**src/hw/rtl/sc2a_pkg.sv**
```systemverilog
// Shared types, constants and lookup functions for the scancode-to-ASCII FIFO.
package sc2a_pkg;

    // Item commands
    localparam logic CMD_PUSH = 1'b0;
    localparam logic CMD_POP  = 1'b1;

    // Set-1 scancodes with special handling
    localparam logic [7:0] SC_PREFIX  = 8'hE0;
    localparam logic [6:0] SC_LSHIFT  = 7'h2A;
    localparam logic [6:0] SC_RSHIFT  = 7'h36;
    localparam logic [6:0] SC_CTRL    = 7'h1D;
    localparam logic [6:0] SC_ALT     = 7'h38;
    localparam logic [6:0] SC_BKSP    = 7'h0E;
    localparam logic [6:0] SC_ENTER   = 7'h1C;

    // Extended make codes (after the prefix)
    localparam logic [7:0] SC_EXT_UP    = 8'h48;
    localparam logic [7:0] SC_EXT_DOWN  = 8'h50;
    localparam logic [7:0] SC_EXT_LEFT  = 8'h4B;
    localparam logic [7:0] SC_EXT_RIGHT = 8'h4D;
    localparam logic [7:0] SC_EXT_PGUP  = 8'h49;
    localparam logic [7:0] SC_EXT_PGDN  = 8'h51;

    localparam logic [7:0] CH_BKSP   = 8'h08;
    localparam logic [7:0] CH_ENTER  = 8'h0A;
    localparam logic [7:0] CH_CTRL_C = 8'h03;
    localparam logic [7:0] CH_LOW_C  = 8'h63;
    localparam logic [7:0] CH_UP_C   = 8'h43;

    // Number of extended key codes held in configuration
    localparam int NUM_EXT = 6;
    localparam int EXT_UP    = 0;
    localparam int EXT_DOWN  = 1;
    localparam int EXT_LEFT  = 2;
    localparam int EXT_RIGHT = 3;
    localparam int EXT_PGUP  = 4;
    localparam int EXT_PGDN  = 5;

    // Configuration register indexes (byte address = 4 * index)
    localparam logic [2:0] REG_DECODE_ENABLE = 3'd0;
    localparam logic [2:0] REG_ARROW_UP      = 3'd1;
    localparam logic [2:0] REG_ARROW_DOWN    = 3'd2;
    localparam logic [2:0] REG_ARROW_LEFT    = 3'd3;
    localparam logic [2:0] REG_ARROW_RIGHT   = 3'd4;
    localparam logic [2:0] REG_PAGE_UP       = 3'd5;
    localparam logic [2:0] REG_PAGE_DOWN     = 3'd6;

    // Result queue in the back part
    localparam int OQ_DEPTH = 4;
    localparam int OQ_AW    = 2;
    localparam int OQ_CW    = 3;

    typedef enum logic [1:0] {
        OP_NONE,
        OP_PUT,
        OP_POP
    } op_kind_t;

    typedef struct packed {
        op_kind_t   kind;
        logic [7:0] ch;
    } op_t;

    typedef struct packed {
        logic [7:0] ch;
        logic [7:0] level;
    } result_t;

    typedef struct packed {
        logic [OQ_CW-1:0] oq_count;
        logic             stage_valid;
        logic             store_full;
        logic             store_empty;
    } back_status_t;

    // US-layout base table; codes 0x50 and above map to zero
    function automatic logic [7:0] ascii_lookup(input logic [6:0] mk);
        logic [7:0] c;
        case (mk)
            7'h01: c = 8'h1B;
            7'h02: c = 8'h31;
            7'h03: c = 8'h32;
            7'h04: c = 8'h33;
            7'h05: c = 8'h34;
            7'h06: c = 8'h35;
            7'h07: c = 8'h36;
            7'h08: c = 8'h37;
            7'h09: c = 8'h38;
            7'h0A: c = 8'h39;
            7'h0B: c = 8'h30;
            7'h0C: c = 8'h2D;
            7'h0D: c = 8'h3D;
            7'h0E: c = 8'h08;
            7'h0F: c = 8'h09;
            7'h10: c = 8'h71;
            7'h11: c = 8'h77;
            7'h12: c = 8'h65;
            7'h13: c = 8'h72;
            7'h14: c = 8'h74;
            7'h15: c = 8'h79;
            7'h16: c = 8'h75;
            7'h17: c = 8'h69;
            7'h18: c = 8'h6F;
            7'h19: c = 8'h70;
            7'h1A: c = 8'h5B;
            7'h1B: c = 8'h5D;
            7'h1C: c = 8'h0A;
            7'h1E: c = 8'h61;
            7'h1F: c = 8'h73;
            7'h20: c = 8'h64;
            7'h21: c = 8'h66;
            7'h22: c = 8'h67;
            7'h23: c = 8'h68;
            7'h24: c = 8'h6A;
            7'h25: c = 8'h6B;
            7'h26: c = 8'h6C;
            7'h27: c = 8'h3B;
            7'h28: c = 8'h27;
            7'h29: c = 8'h60;
            7'h2B: c = 8'h5C;
            7'h2C: c = 8'h7A;
            7'h2D: c = 8'h78;
            7'h2E: c = 8'h63;
            7'h2F: c = 8'h76;
            7'h30: c = 8'h62;
            7'h31: c = 8'h6E;
            7'h32: c = 8'h6D;
            7'h33: c = 8'h2C;
            7'h34: c = 8'h2E;
            7'h35: c = 8'h2F;
            7'h37: c = 8'h2A;
            7'h39: c = 8'h20;
            7'h4A: c = 8'h2D;
            7'h4E: c = 8'h2B;
            default: c = 8'h00;
        endcase
        return c;
    endfunction

    // Shifted form of a base character
    function automatic logic [7:0] shift_map(input logic [7:0] b);
        logic [7:0] c;
        case (b)
            8'h5C: c = 8'h7C;
            8'h31: c = 8'h21;
            8'h32: c = 8'h40;
            8'h33: c = 8'h23;
            8'h34: c = 8'h24;
            8'h35: c = 8'h25;
            8'h36: c = 8'h5E;
            8'h37: c = 8'h26;
            8'h38: c = 8'h2A;
            8'h39: c = 8'h28;
            8'h30: c = 8'h29;
            8'h2D: c = 8'h5F;
            8'h3D: c = 8'h2B;
            8'h5B: c = 8'h7B;
            8'h5D: c = 8'h7D;
            8'h3B: c = 8'h3A;
            8'h27: c = 8'h22;
            8'h2C: c = 8'h3C;
            8'h2E: c = 8'h3E;
            8'h2F: c = 8'h3F;
            8'h60: c = 8'h7E;
            default:
            begin
                if (b inside {[8'h61:8'h7A]})
                begin
                    c = b - 8'h20;
                end
                else
                begin
                    c = b;
                end
            end
        endcase
        return c;
    endfunction

endpackage

```
**src/hw/rtl/sc2a_ram.sv**
```systemverilog
// Generic single-write, single-read RAM with registered read data.
module sc2a_ram #(
    parameter int WIDTH = 8,
    parameter int DEPTH = 128
) (
    input  logic                     clk,
    input  logic                     we,
    input  logic [$clog2(DEPTH)-1:0] waddr,
    input  logic [WIDTH-1:0]         wdata,
    input  logic                     re,
    input  logic [$clog2(DEPTH)-1:0] raddr,
    output logic [WIDTH-1:0]         rdata
);

    logic [WIDTH-1:0] mem_reg [DEPTH];
    logic [WIDTH-1:0] rdata_reg;

    always_ff @(posedge clk)
    begin
        if (we)
        begin
            mem_reg[waddr] <= wdata;
        end
        if (re)
        begin
            rdata_reg <= mem_reg[raddr];
        end
    end

    assign rdata = rdata_reg;

endmodule

```
**src/hw/rtl/sc2a_front.sv**
```systemverilog
// Front part: decode one item into a store, fetch or no-op operation.
module sc2a_front
    import sc2a_pkg::*;
(
    input  logic                    clk,
    input  logic                    rst_n,
    input  logic                    take,
    input  logic                    command,
    input  logic [7:0]              scan_byte,
    input  logic                    decode_enable,
    input  logic [NUM_EXT-1:0][7:0] ext_codes,
    output op_t                     op
);

    logic ext_pending_reg, ext_pending_next;
    logic shift_reg, shift_next;
    logic ctrl_reg, ctrl_next;

    logic       brk;
    logic [6:0] mk;
    logic [7:0] base;
    logic [7:0] ch;

    always_comb
    begin
        ext_pending_next = ext_pending_reg;
        shift_next       = shift_reg;
        ctrl_next        = ctrl_reg;
        op.kind          = OP_NONE;
        op.ch            = 8'h00;
        brk              = scan_byte[7];
        mk               = scan_byte[6:0];
        base             = (mk < 7'h50) ? ascii_lookup(mk) : 8'h00;
        ch               = shift_reg ? shift_map(base) : base;
        if (ctrl_reg && (ch == CH_LOW_C || ch == CH_UP_C))
        begin
            ch = CH_CTRL_C;
        end

        if (command == CMD_POP)
        begin
            op.kind = OP_POP;
        end
        else if (!decode_enable)
        begin
            op.kind = OP_NONE;
        end
        else if (ext_pending_reg)
        begin
            ext_pending_next = 1'b0;
            op.kind          = OP_PUT;
            case (scan_byte)
                SC_EXT_UP:    op.ch = ext_codes[EXT_UP];
                SC_EXT_DOWN:  op.ch = ext_codes[EXT_DOWN];
                SC_EXT_LEFT:  op.ch = ext_codes[EXT_LEFT];
                SC_EXT_RIGHT: op.ch = ext_codes[EXT_RIGHT];
                SC_EXT_PGUP:  op.ch = ext_codes[EXT_PGUP];
                SC_EXT_PGDN:  op.ch = ext_codes[EXT_PGDN];
                default:      op.kind = OP_NONE;
            endcase
        end
        else if (scan_byte == SC_PREFIX)
        begin
            ext_pending_next = 1'b1;
        end
        else if (mk == SC_LSHIFT || mk == SC_RSHIFT)
        begin
            shift_next = !brk;
        end
        else if (mk == SC_CTRL)
        begin
            ctrl_next = !brk;
        end
        else if (mk == SC_ALT)
        begin
            op.kind = OP_NONE;
        end
        else if (mk == SC_BKSP)
        begin
            op.kind = brk ? OP_NONE : OP_PUT;
            op.ch   = CH_BKSP;
        end
        else if (mk == SC_ENTER)
        begin
            op.kind = brk ? OP_NONE : OP_PUT;
            op.ch   = CH_ENTER;
        end
        else if (!brk && base != 8'h00)
        begin
            op.kind = OP_PUT;
            op.ch   = ch;
        end
    end

    // Advance the key state only on an accepted word
    always_ff @(posedge clk or negedge rst_n)
    begin
        if (!rst_n)
        begin
            ext_pending_reg <= 1'b0;
            shift_reg       <= 1'b0;
            ctrl_reg        <= 1'b0;
        end
        else if (take)
        begin
            ext_pending_reg <= ext_pending_next;
            shift_reg       <= shift_next;
            ctrl_reg        <= ctrl_next;
        end
    end

endmodule

```
**src/hw/rtl/sc2a_op_queue.sv**
```systemverilog
// Two-entry queue of decoded operations between front and back.
module sc2a_op_queue
    import sc2a_pkg::*;
(
    input  logic clk,
    input  logic rst_n,
    input  logic wr_en,
    input  op_t  wr_op,
    output logic full,
    input  logic rd_en,
    output logic rd_valid,
    output op_t  rd_op
);

    op_t        mem_reg [2];
    logic       wr_ptr_reg;
    logic       rd_ptr_reg;
    logic [1:0] count_reg, count_next;

    assign full     = (count_reg == 2'd2);
    assign rd_valid = (count_reg != 2'd0);
    assign rd_op    = mem_reg[rd_ptr_reg];

    always_comb
    begin
        count_next = count_reg;
        if (wr_en && !rd_en)
        begin
            count_next = count_reg + 2'd1;
        end
        else if (!wr_en && rd_en)
        begin
            count_next = count_reg - 2'd1;
        end
    end

    always_ff @(posedge clk)
    begin
        if (wr_en)
        begin
            mem_reg[wr_ptr_reg] <= wr_op;
        end
    end

    always_ff @(posedge clk or negedge rst_n)
    begin
        if (!rst_n)
        begin
            wr_ptr_reg <= 1'b0;
            rd_ptr_reg <= 1'b0;
            count_reg  <= 2'd0;
        end
        else
        begin
            if (wr_en)
            begin
                wr_ptr_reg <= !wr_ptr_reg;
            end
            if (rd_en)
            begin
                rd_ptr_reg <= !rd_ptr_reg;
            end
            count_reg <= count_next;
        end
    end

endmodule

```
**src/hw/rtl/sc2a_back.sv**
```systemverilog
// Back part: character store, read stage and result queue.
module sc2a_back
    import sc2a_pkg::*;
#(
    parameter int FIFO_DEPTH = 128
) (
    input  logic         clk,
    input  logic         rst_n,
    input  logic         op_valid,
    input  op_t          op,
    output logic         op_ready,
    output logic         empty,
    input  logic         pop,
    output logic [7:0]   popped_char,
    output logic [7:0]   fifo_level,
    output back_status_t status
);

    localparam int PW = $clog2(FIFO_DEPTH);
    localparam int CW = $clog2(FIFO_DEPTH + 1);

    logic [PW-1:0] wr_ptr_reg, rd_ptr_reg;
    logic [CW-1:0] count_reg, count_next;
    logic          store_full, store_empty;
    logic          room, issue, do_put, do_get;
    logic [CW+7:0] level_wide;
    logic [7:0]    rdata;

    logic          b_valid_reg;
    logic          b_read_reg;
    logic [7:0]    b_level_reg;

    result_t          oq_mem_reg [OQ_DEPTH];
    logic [OQ_AW-1:0] oq_wr_reg, oq_rd_reg;
    logic [OQ_CW-1:0] oq_count_reg, oq_count_next;
    logic             oq_push, oq_pop;
    result_t          oq_in;

    assign store_full  = (count_reg == CW'(FIFO_DEPTH));
    assign store_empty = (count_reg == '0);

    // Issue only when the result queue can absorb this word and the one in flight
    assign room     = (4'(oq_count_reg) + 4'(b_valid_reg)) < 4'(OQ_DEPTH);
    assign op_ready = room;
    assign issue    = op_valid && room;
    assign do_put   = issue && (op.kind == OP_PUT) && !store_full;
    assign do_get   = issue && (op.kind == OP_POP) && !store_empty;

    always_comb
    begin
        count_next = count_reg;
        if (do_put)
        begin
            count_next = count_reg + 1'b1;
        end
        else if (do_get)
        begin
            count_next = count_reg - 1'b1;
        end
    end

    assign level_wide = {8'h00, count_next};

    sc2a_ram #(
        .WIDTH (8),
        .DEPTH (FIFO_DEPTH)
    ) u_store (
        .clk   (clk),
        .we    (do_put),
        .waddr (wr_ptr_reg),
        .wdata (op.ch),
        .re    (do_get),
        .raddr (rd_ptr_reg),
        .rdata (rdata)
    );

    always_ff @(posedge clk or negedge rst_n)
    begin
        if (!rst_n)
        begin
            wr_ptr_reg  <= '0;
            rd_ptr_reg  <= '0;
            count_reg   <= '0;
            b_valid_reg <= 1'b0;
        end
        else
        begin
            if (do_put)
            begin
                wr_ptr_reg <= (wr_ptr_reg == PW'(FIFO_DEPTH - 1)) ? '0 : wr_ptr_reg + 1'b1;
            end
            if (do_get)
            begin
                rd_ptr_reg <= (rd_ptr_reg == PW'(FIFO_DEPTH - 1)) ? '0 : rd_ptr_reg + 1'b1;
            end
            count_reg   <= count_next;
            b_valid_reg <= issue;
        end
    end

    always_ff @(posedge clk)
    begin
        if (issue)
        begin
            b_read_reg  <= do_get;
            b_level_reg <= level_wide[7:0];
        end
    end

    // Result queue
    assign oq_push   = b_valid_reg;
    assign oq_pop    = pop && !empty;
    assign oq_in.ch  = b_read_reg ? rdata : 8'h00;
    assign oq_in.level = b_level_reg;

    always_comb
    begin
        oq_count_next = oq_count_reg;
        if (oq_push && !oq_pop)
        begin
            oq_count_next = oq_count_reg + 1'b1;
        end
        else if (!oq_push && oq_pop)
        begin
            oq_count_next = oq_count_reg - 1'b1;
        end
    end

    always_ff @(posedge clk)
    begin
        if (oq_push)
        begin
            oq_mem_reg[oq_wr_reg] <= oq_in;
        end
    end

    always_ff @(posedge clk or negedge rst_n)
    begin
        if (!rst_n)
        begin
            oq_wr_reg    <= '0;
            oq_rd_reg    <= '0;
            oq_count_reg <= '0;
        end
        else
        begin
            if (oq_push)
            begin
                oq_wr_reg <= oq_wr_reg + 1'b1;
            end
            if (oq_pop)
            begin
                oq_rd_reg <= oq_rd_reg + 1'b1;
            end
            oq_count_reg <= oq_count_next;
        end
    end

    assign empty       = (oq_count_reg == '0);
    assign popped_char = oq_mem_reg[oq_rd_reg].ch;
    assign fifo_level  = oq_mem_reg[oq_rd_reg].level;

    assign status.oq_count    = oq_count_reg;
    assign status.stage_valid = b_valid_reg;
    assign status.store_full  = store_full;
    assign status.store_empty = store_empty;

endmodule

```
**src/hw/rtl/scancode_to_ascii_fifo.sv**
```systemverilog
// Top level: PS/2 set-1 scancode decoder with a character FIFO and APB registers.
//
//  channel   handshake         payload                     direction
//  -------   ---------------   -------------------------   ---------
//  item      push / full       command, scan_byte          in
//  result    empty / pop       popped_char, fifo_level     out
//  config    psel / penable    paddr, pwdata, prdata       in/out
//
// One word is accepted per cycle while full is low, and one result word is produced for each.
// A taken word enters the op queue; when the result queue has room the back
// applies it to the store, and the RAM read data is then written into the
// result queue, from which it reaches the result ports.
// The character store has no reset and no clearing pass; only pointers, count
// and key state are cleared, so the block accepts words straight after reset.
// full rises when the op queue holds two words; the back stalls when the
// four-entry result queue cannot take another word, and the front stalls in turn.
module scancode_to_ascii_fifo
    import sc2a_pkg::*;
#(
    parameter int FIFO_DEPTH = 128
) (
    input  logic        clk,
    input  logic        rst_n,
    input  logic        push,
    output logic        full,
    input  logic        command,
    input  logic [7:0]  scan_byte,
    output logic        empty,
    input  logic        pop,
    output logic [7:0]  popped_char,
    output logic [7:0]  fifo_level,
    input  logic        psel,
    input  logic        penable,
    input  logic        pwrite,
    input  logic [4:0]  paddr,
    input  logic [31:0] pwdata,
    output logic [31:0] prdata,
    output logic        pready
);

    logic                    decode_enable_reg;
    logic [NUM_EXT-1:0][7:0] ext_codes_reg;
    logic                    cfg_write;
    logic [2:0]              cfg_index;

    logic         take;
    op_t          front_op;
    op_t          queue_op;
    logic         op_valid;
    logic         op_ready;
    back_status_t back_status;

    // Configuration registers: written in the APB access phase, never stalled
    assign pready    = 1'b1;
    assign cfg_write = psel && penable && pwrite;
    assign cfg_index = paddr[4:2];

    always_ff @(posedge clk or negedge rst_n)
    begin
        if (!rst_n)
        begin
            decode_enable_reg        <= 1'b1;
            ext_codes_reg[EXT_UP]    <= 8'd128;
            ext_codes_reg[EXT_DOWN]  <= 8'd129;
            ext_codes_reg[EXT_LEFT]  <= 8'd130;
            ext_codes_reg[EXT_RIGHT] <= 8'd131;
            ext_codes_reg[EXT_PGUP]  <= 8'd132;
            ext_codes_reg[EXT_PGDN]  <= 8'd133;
        end
        else if (cfg_write)
        begin
            case (cfg_index)
                REG_DECODE_ENABLE: decode_enable_reg        <= pwdata[0];
                REG_ARROW_UP:      ext_codes_reg[EXT_UP]    <= pwdata[7:0];
                REG_ARROW_DOWN:    ext_codes_reg[EXT_DOWN]  <= pwdata[7:0];
                REG_ARROW_LEFT:    ext_codes_reg[EXT_LEFT]  <= pwdata[7:0];
                REG_ARROW_RIGHT:   ext_codes_reg[EXT_RIGHT] <= pwdata[7:0];
                REG_PAGE_UP:       ext_codes_reg[EXT_PGUP]  <= pwdata[7:0];
                REG_PAGE_DOWN:     ext_codes_reg[EXT_PGDN]  <= pwdata[7:0];
                default:           ;
            endcase
        end
    end

    // Read back; addresses beyond the list return zero
    always_comb
    begin
        case (cfg_index)
            REG_DECODE_ENABLE: prdata = {31'h0, decode_enable_reg};
            REG_ARROW_UP:      prdata = {24'h0, ext_codes_reg[EXT_UP]};
            REG_ARROW_DOWN:    prdata = {24'h0, ext_codes_reg[EXT_DOWN]};
            REG_ARROW_LEFT:    prdata = {24'h0, ext_codes_reg[EXT_LEFT]};
            REG_ARROW_RIGHT:   prdata = {24'h0, ext_codes_reg[EXT_RIGHT]};
            REG_PAGE_UP:       prdata = {24'h0, ext_codes_reg[EXT_PGUP]};
            REG_PAGE_DOWN:     prdata = {24'h0, ext_codes_reg[EXT_PGDN]};
            default:           prdata = 32'h0;
        endcase
    end

    // Front: take a word whenever the op queue has room
    assign take = push && !full;

    sc2a_front u_front (
        .clk           (clk),
        .rst_n         (rst_n),
        .take          (take),
        .command       (command),
        .scan_byte     (scan_byte),
        .decode_enable (decode_enable_reg),
        .ext_codes     (ext_codes_reg),
        .op            (front_op)
    );

    // Decouple front and back so each can stall on its own
    sc2a_op_queue u_op_queue (
        .clk      (clk),
        .rst_n    (rst_n),
        .wr_en    (take),
        .wr_op    (front_op),
        .full     (full),
        .rd_en    (op_valid && op_ready),
        .rd_valid (op_valid),
        .rd_op    (queue_op)
    );

    // Back: apply the operation to the character store and queue the result
    sc2a_back #(
        .FIFO_DEPTH (FIFO_DEPTH)
    ) u_back (
        .clk         (clk),
        .rst_n       (rst_n),
        .op_valid    (op_valid),
        .op          (queue_op),
        .op_ready    (op_ready),
        .empty       (empty),
        .pop         (pop),
        .popped_char (popped_char),
        .fifo_level  (fifo_level),
        .status      (back_status)
    );

`ifndef SYNTHESIS
    // The store cannot be full and empty at once
    a_store_state: assert property (@(posedge clk) disable iff (!rst_n)
        !(back_status.store_full && back_status.store_empty))
        else $error("character store reports full and empty together");

    // Words in the result queue plus the one in flight never exceed its depth
    a_result_room: assert property (@(posedge clk) disable iff (!rst_n)
        (4'(back_status.oq_count) + 4'(back_status.stage_valid)) <= 4'(OQ_DEPTH))
        else $error("result queue overrun");

    // A word taken into an empty op queue is visible to the back next cycle
    a_op_forward: assert property (@(posedge clk) disable iff (!rst_n)
        (take && !op_valid) |=> op_valid)
        else $error("accepted word lost before the back part");
`endif

endmodule
```
**config.mk**
```make
export PLATFORM = sky130hd
export DESIGN_NAME = scancode_to_ascii_fifo
export DESIGN_NICKNAME = d
export VERILOG_FILES = /design/src/hw/rtl/sc2a_pkg.sv /design/src/hw/rtl/sc2a_ram.sv /design/src/hw/rtl/sc2a_front.sv /design/src/hw/rtl/sc2a_op_queue.sv /design/src/hw/rtl/sc2a_back.sv /design/src/hw/rtl/scancode_to_ascii_fifo.sv
export SDC_FILE = /design/constraint.sdc
export NUM_CORES = 2
export LEC_CHECK = 0
export BUFFER_PORTS_ARGS = -buffer_cell sky130_fd_sc_hd__buf_2
export CAP_MARGIN = 20
export CORE_MARGIN = 1
export CORE_UTILIZATION = 60
export CTS_BUF_LIST = sky130_fd_sc_hd__clkbuf_8
export CTS_CLUSTER_SIZE = 20
export DETAILED_ROUTE_END_ITERATION = 6
export PLACE_DENSITY = 0.75
export SYNTH_ARGS = -nofsm -noshare
export SYNTH_HDL_FRONTEND = slang
export SYNTH_HIERARCHICAL = 1
export SYNTH_SLANG_ARGS = --single-unit
```
**constraint.sdc**
```tcl
create_clock -name clk -period 4.18 [get_ports clk]
set_input_delay 0.627 -clock clk [delete_from_list [all_inputs] [get_ports clk]]
set_output_delay 0.627 -clock clk [all_outputs]
set_load 0.01 [all_outputs]
```
==> flow_summary.toml <==
[clock_tree]
cts_num_sinks = 1211
clock-root-buffer = "clkbuf_8"
clock_latency_ps = 880
htree_levels = 4
numCtsBuffers = 184
cts_tree = "done"
clock_path_buffers = 3
path_clk_slew_ps = 60
cts_resized = 0
cts_setup_buffers = 0

[min_path]
hold_class = "input port to flip-flop"

[pwr]
power.density_nw_per_um2 = 620
clockPowerShare_pct = 26.5
intPower_mw = 24.1
p_leak_nw = 18.4
switchingPower_mw = 10.5
power_switching_share_pct = 30.4
combPwrFrac_pct = 27.8
ir_drop_mv = 0.507
total_power_mw = 34.7
p_seq_share_pct = 45.7

[floorplan]
initial_core_util_pct = 60.7
core-area_um2 = 82200
io_pins = 104
dieArea_um2 = 84400
die_w_um = 291
die_h_um = 291
rows = 105

[sta]
tightest_slew_ps = 1090
period_minus_slack_ps = 3680
fin_skew_ps = 40.9
max_freq_mhz = 272
slew-limit-headroom_pct = 27.6
min_period_over_period_pct = 88.0
hold_viol = 0
rsz0062_at_grt = "no"
drv_slew = 0
hold_slack_ps = 75.8
setup_viol_count_final = 0

[critical_path]
crit_arrival_ps = 4240
cp_max_fo = 8
start_kind = "input port"
cp_data_required_time_ps = 4740
critical_path_class = "input port to flip-flop"
end_kind = "flip-flop"

[routing]
wl_per_cell_um = 27.2
drc = 0
drt-initial-drc-count = 2746
routed_wl_um = 109000
final_antenna_net_count = 0
via_per_inst = 6.41
first_pass_iters = 7
vias = 25600

[global_routing]
grt_first_pass_wirelength_um = 165000
grt_max_degree = 92
grt.overflow.total = 0
grt_pass1_vias = 26400
grt_usage_pct = 26.5
antenna_found_initial = 1

[logic_synthesis]
synth_cells = 2485
ys_warn_count = 6
synth_area_per_cell_um2 = 20.1
netlist_area_um2 = 50000

[layout]
largest_reg_flops = 1024
n_fill_cell = 5154
syn_to_final_growth_pct = 11.9
final_cells = 3993
drive_above_1_share_pct = 32.0
nets = 2855

[placement]
dpl.cell_count = 3653
port_buffers = 52
dpl.hpwl_um = 68900
gp_congestion = 0.856

[outcome]
status = "completed"

[flow_run]
cap_violations = 0
[per-stage QoR]
stage / worst slack (ps) / setup TNS, ps / utilization [%] / instance area (um^2)
6_report: 502 / 0 / 68.0 / 55900
5_1_grt: 295 / 0 / 68.0 / 55900
4_1_cts: 591 / 0 / 67.9 / 55800
3_5_place_dp: -325 / -2130 / 63.6 / 52300
3_3_place_gp: -198 / -723 / 63.6 / 52300
2_1_floorplan: 47.0 / 0 / - / 50100
[power groups by stage]
stage	combinational (mW)	sequential [mW]	clock [mW]
6_report	9.64	15.8	9.17
5_1_grt	10.2	15.9	9.88
4_1_cts	9.62	15.9	9.35
3_5_place_dp	9.58	16.2	0
3_3_place_gp	9.31	16.1	0
2_1_floorplan	6.61	15.8	0
[layout by cell type, fill, tap and decap left out, drive strengths merged, types with 27 or more instances in the layout]
master,count
a21oi,31
buf,237
clkbuf,187
clkinv,57
dfrtp,72
edfxtp,1125
inv,102
mux2,77
mux4,352
nand2,50
nand3,38
nor2,157
nor3,27
o21ai,31
[worst paths after layout]
kind | start | endpoint | slack, ps | cells after the start
hold / removal | scan_byte[7] | u_front/shift_reg$_DFFE_PN0P_ | 80 | 2
hold reg to reg | u_op_queue/count_reg[1]$_DFFE_PN0P_ | u_op_queue/count_reg[1]$_DFFE_PN0P_ | 480 | 1
setup / recovery | scan_byte[0] | u_op_queue/mem_reg[0][5]$_DFFE_PP_ | 500 | 15
min in group asynchronous | rst_n | ext_codes_reg[38]$_DFFE_PN0P_ | 210 | 2
max in group asynchronous | rst_n | u_back/rd_ptr_reg[1]$_DFFE_PN0N_ | 3300 | 3
setup reg to reg | u_back/count_reg[0]$_DFF_PN0_ | u_back/u_store/mem_reg[115][5]$_DFFE_PP_ | 510 | 10
[routing by layer]
layer	up-vias	global-route usage (%)	routed length, um
met1	13300	37.0	42300
li1	10900	-	-
met2	1280	42.7	54200
met3	167	5.35	9800
met4	0	8.27	2190
met5	-	0	0
[critical path: stages]
cell and delay (ps):
buf_2 100, inv_1 160, ha_4 240, or3b_1 380
o311a_1 140, a2111o_1 410, buf_4 170, o22ai_2 190
nor2_1 100, nand3_1 120, or4b_4 540, a211oi_1 360
o32ai_1 170, nor4b_2 350, o221ai_1 190
[area by class of cell]
cell class | count | area (um^2) | area share [%]
antenna | 1 | 2.50 | 0.00448
clock buffer | 187 | 2570 | 4.60
clock inverter | 144 | 905 | 1.62
inverter | 23 | 86.3 | 0.154
multi-input combinational | 1115 | 13200 | 23.6
sequential | 1211 | 36000 | 64.3
tap | 1070 | 1340 | 2.39
timing repair buffer | 242 | 1870 | 3.35
[timing repair]
action                                  in CTS  in global routing
hold endpoints to repair                    36                  0
endpoints found under the setup margin       0                  0
hold buffers                                 5                  0
Power figures use the tool's default switching activity.
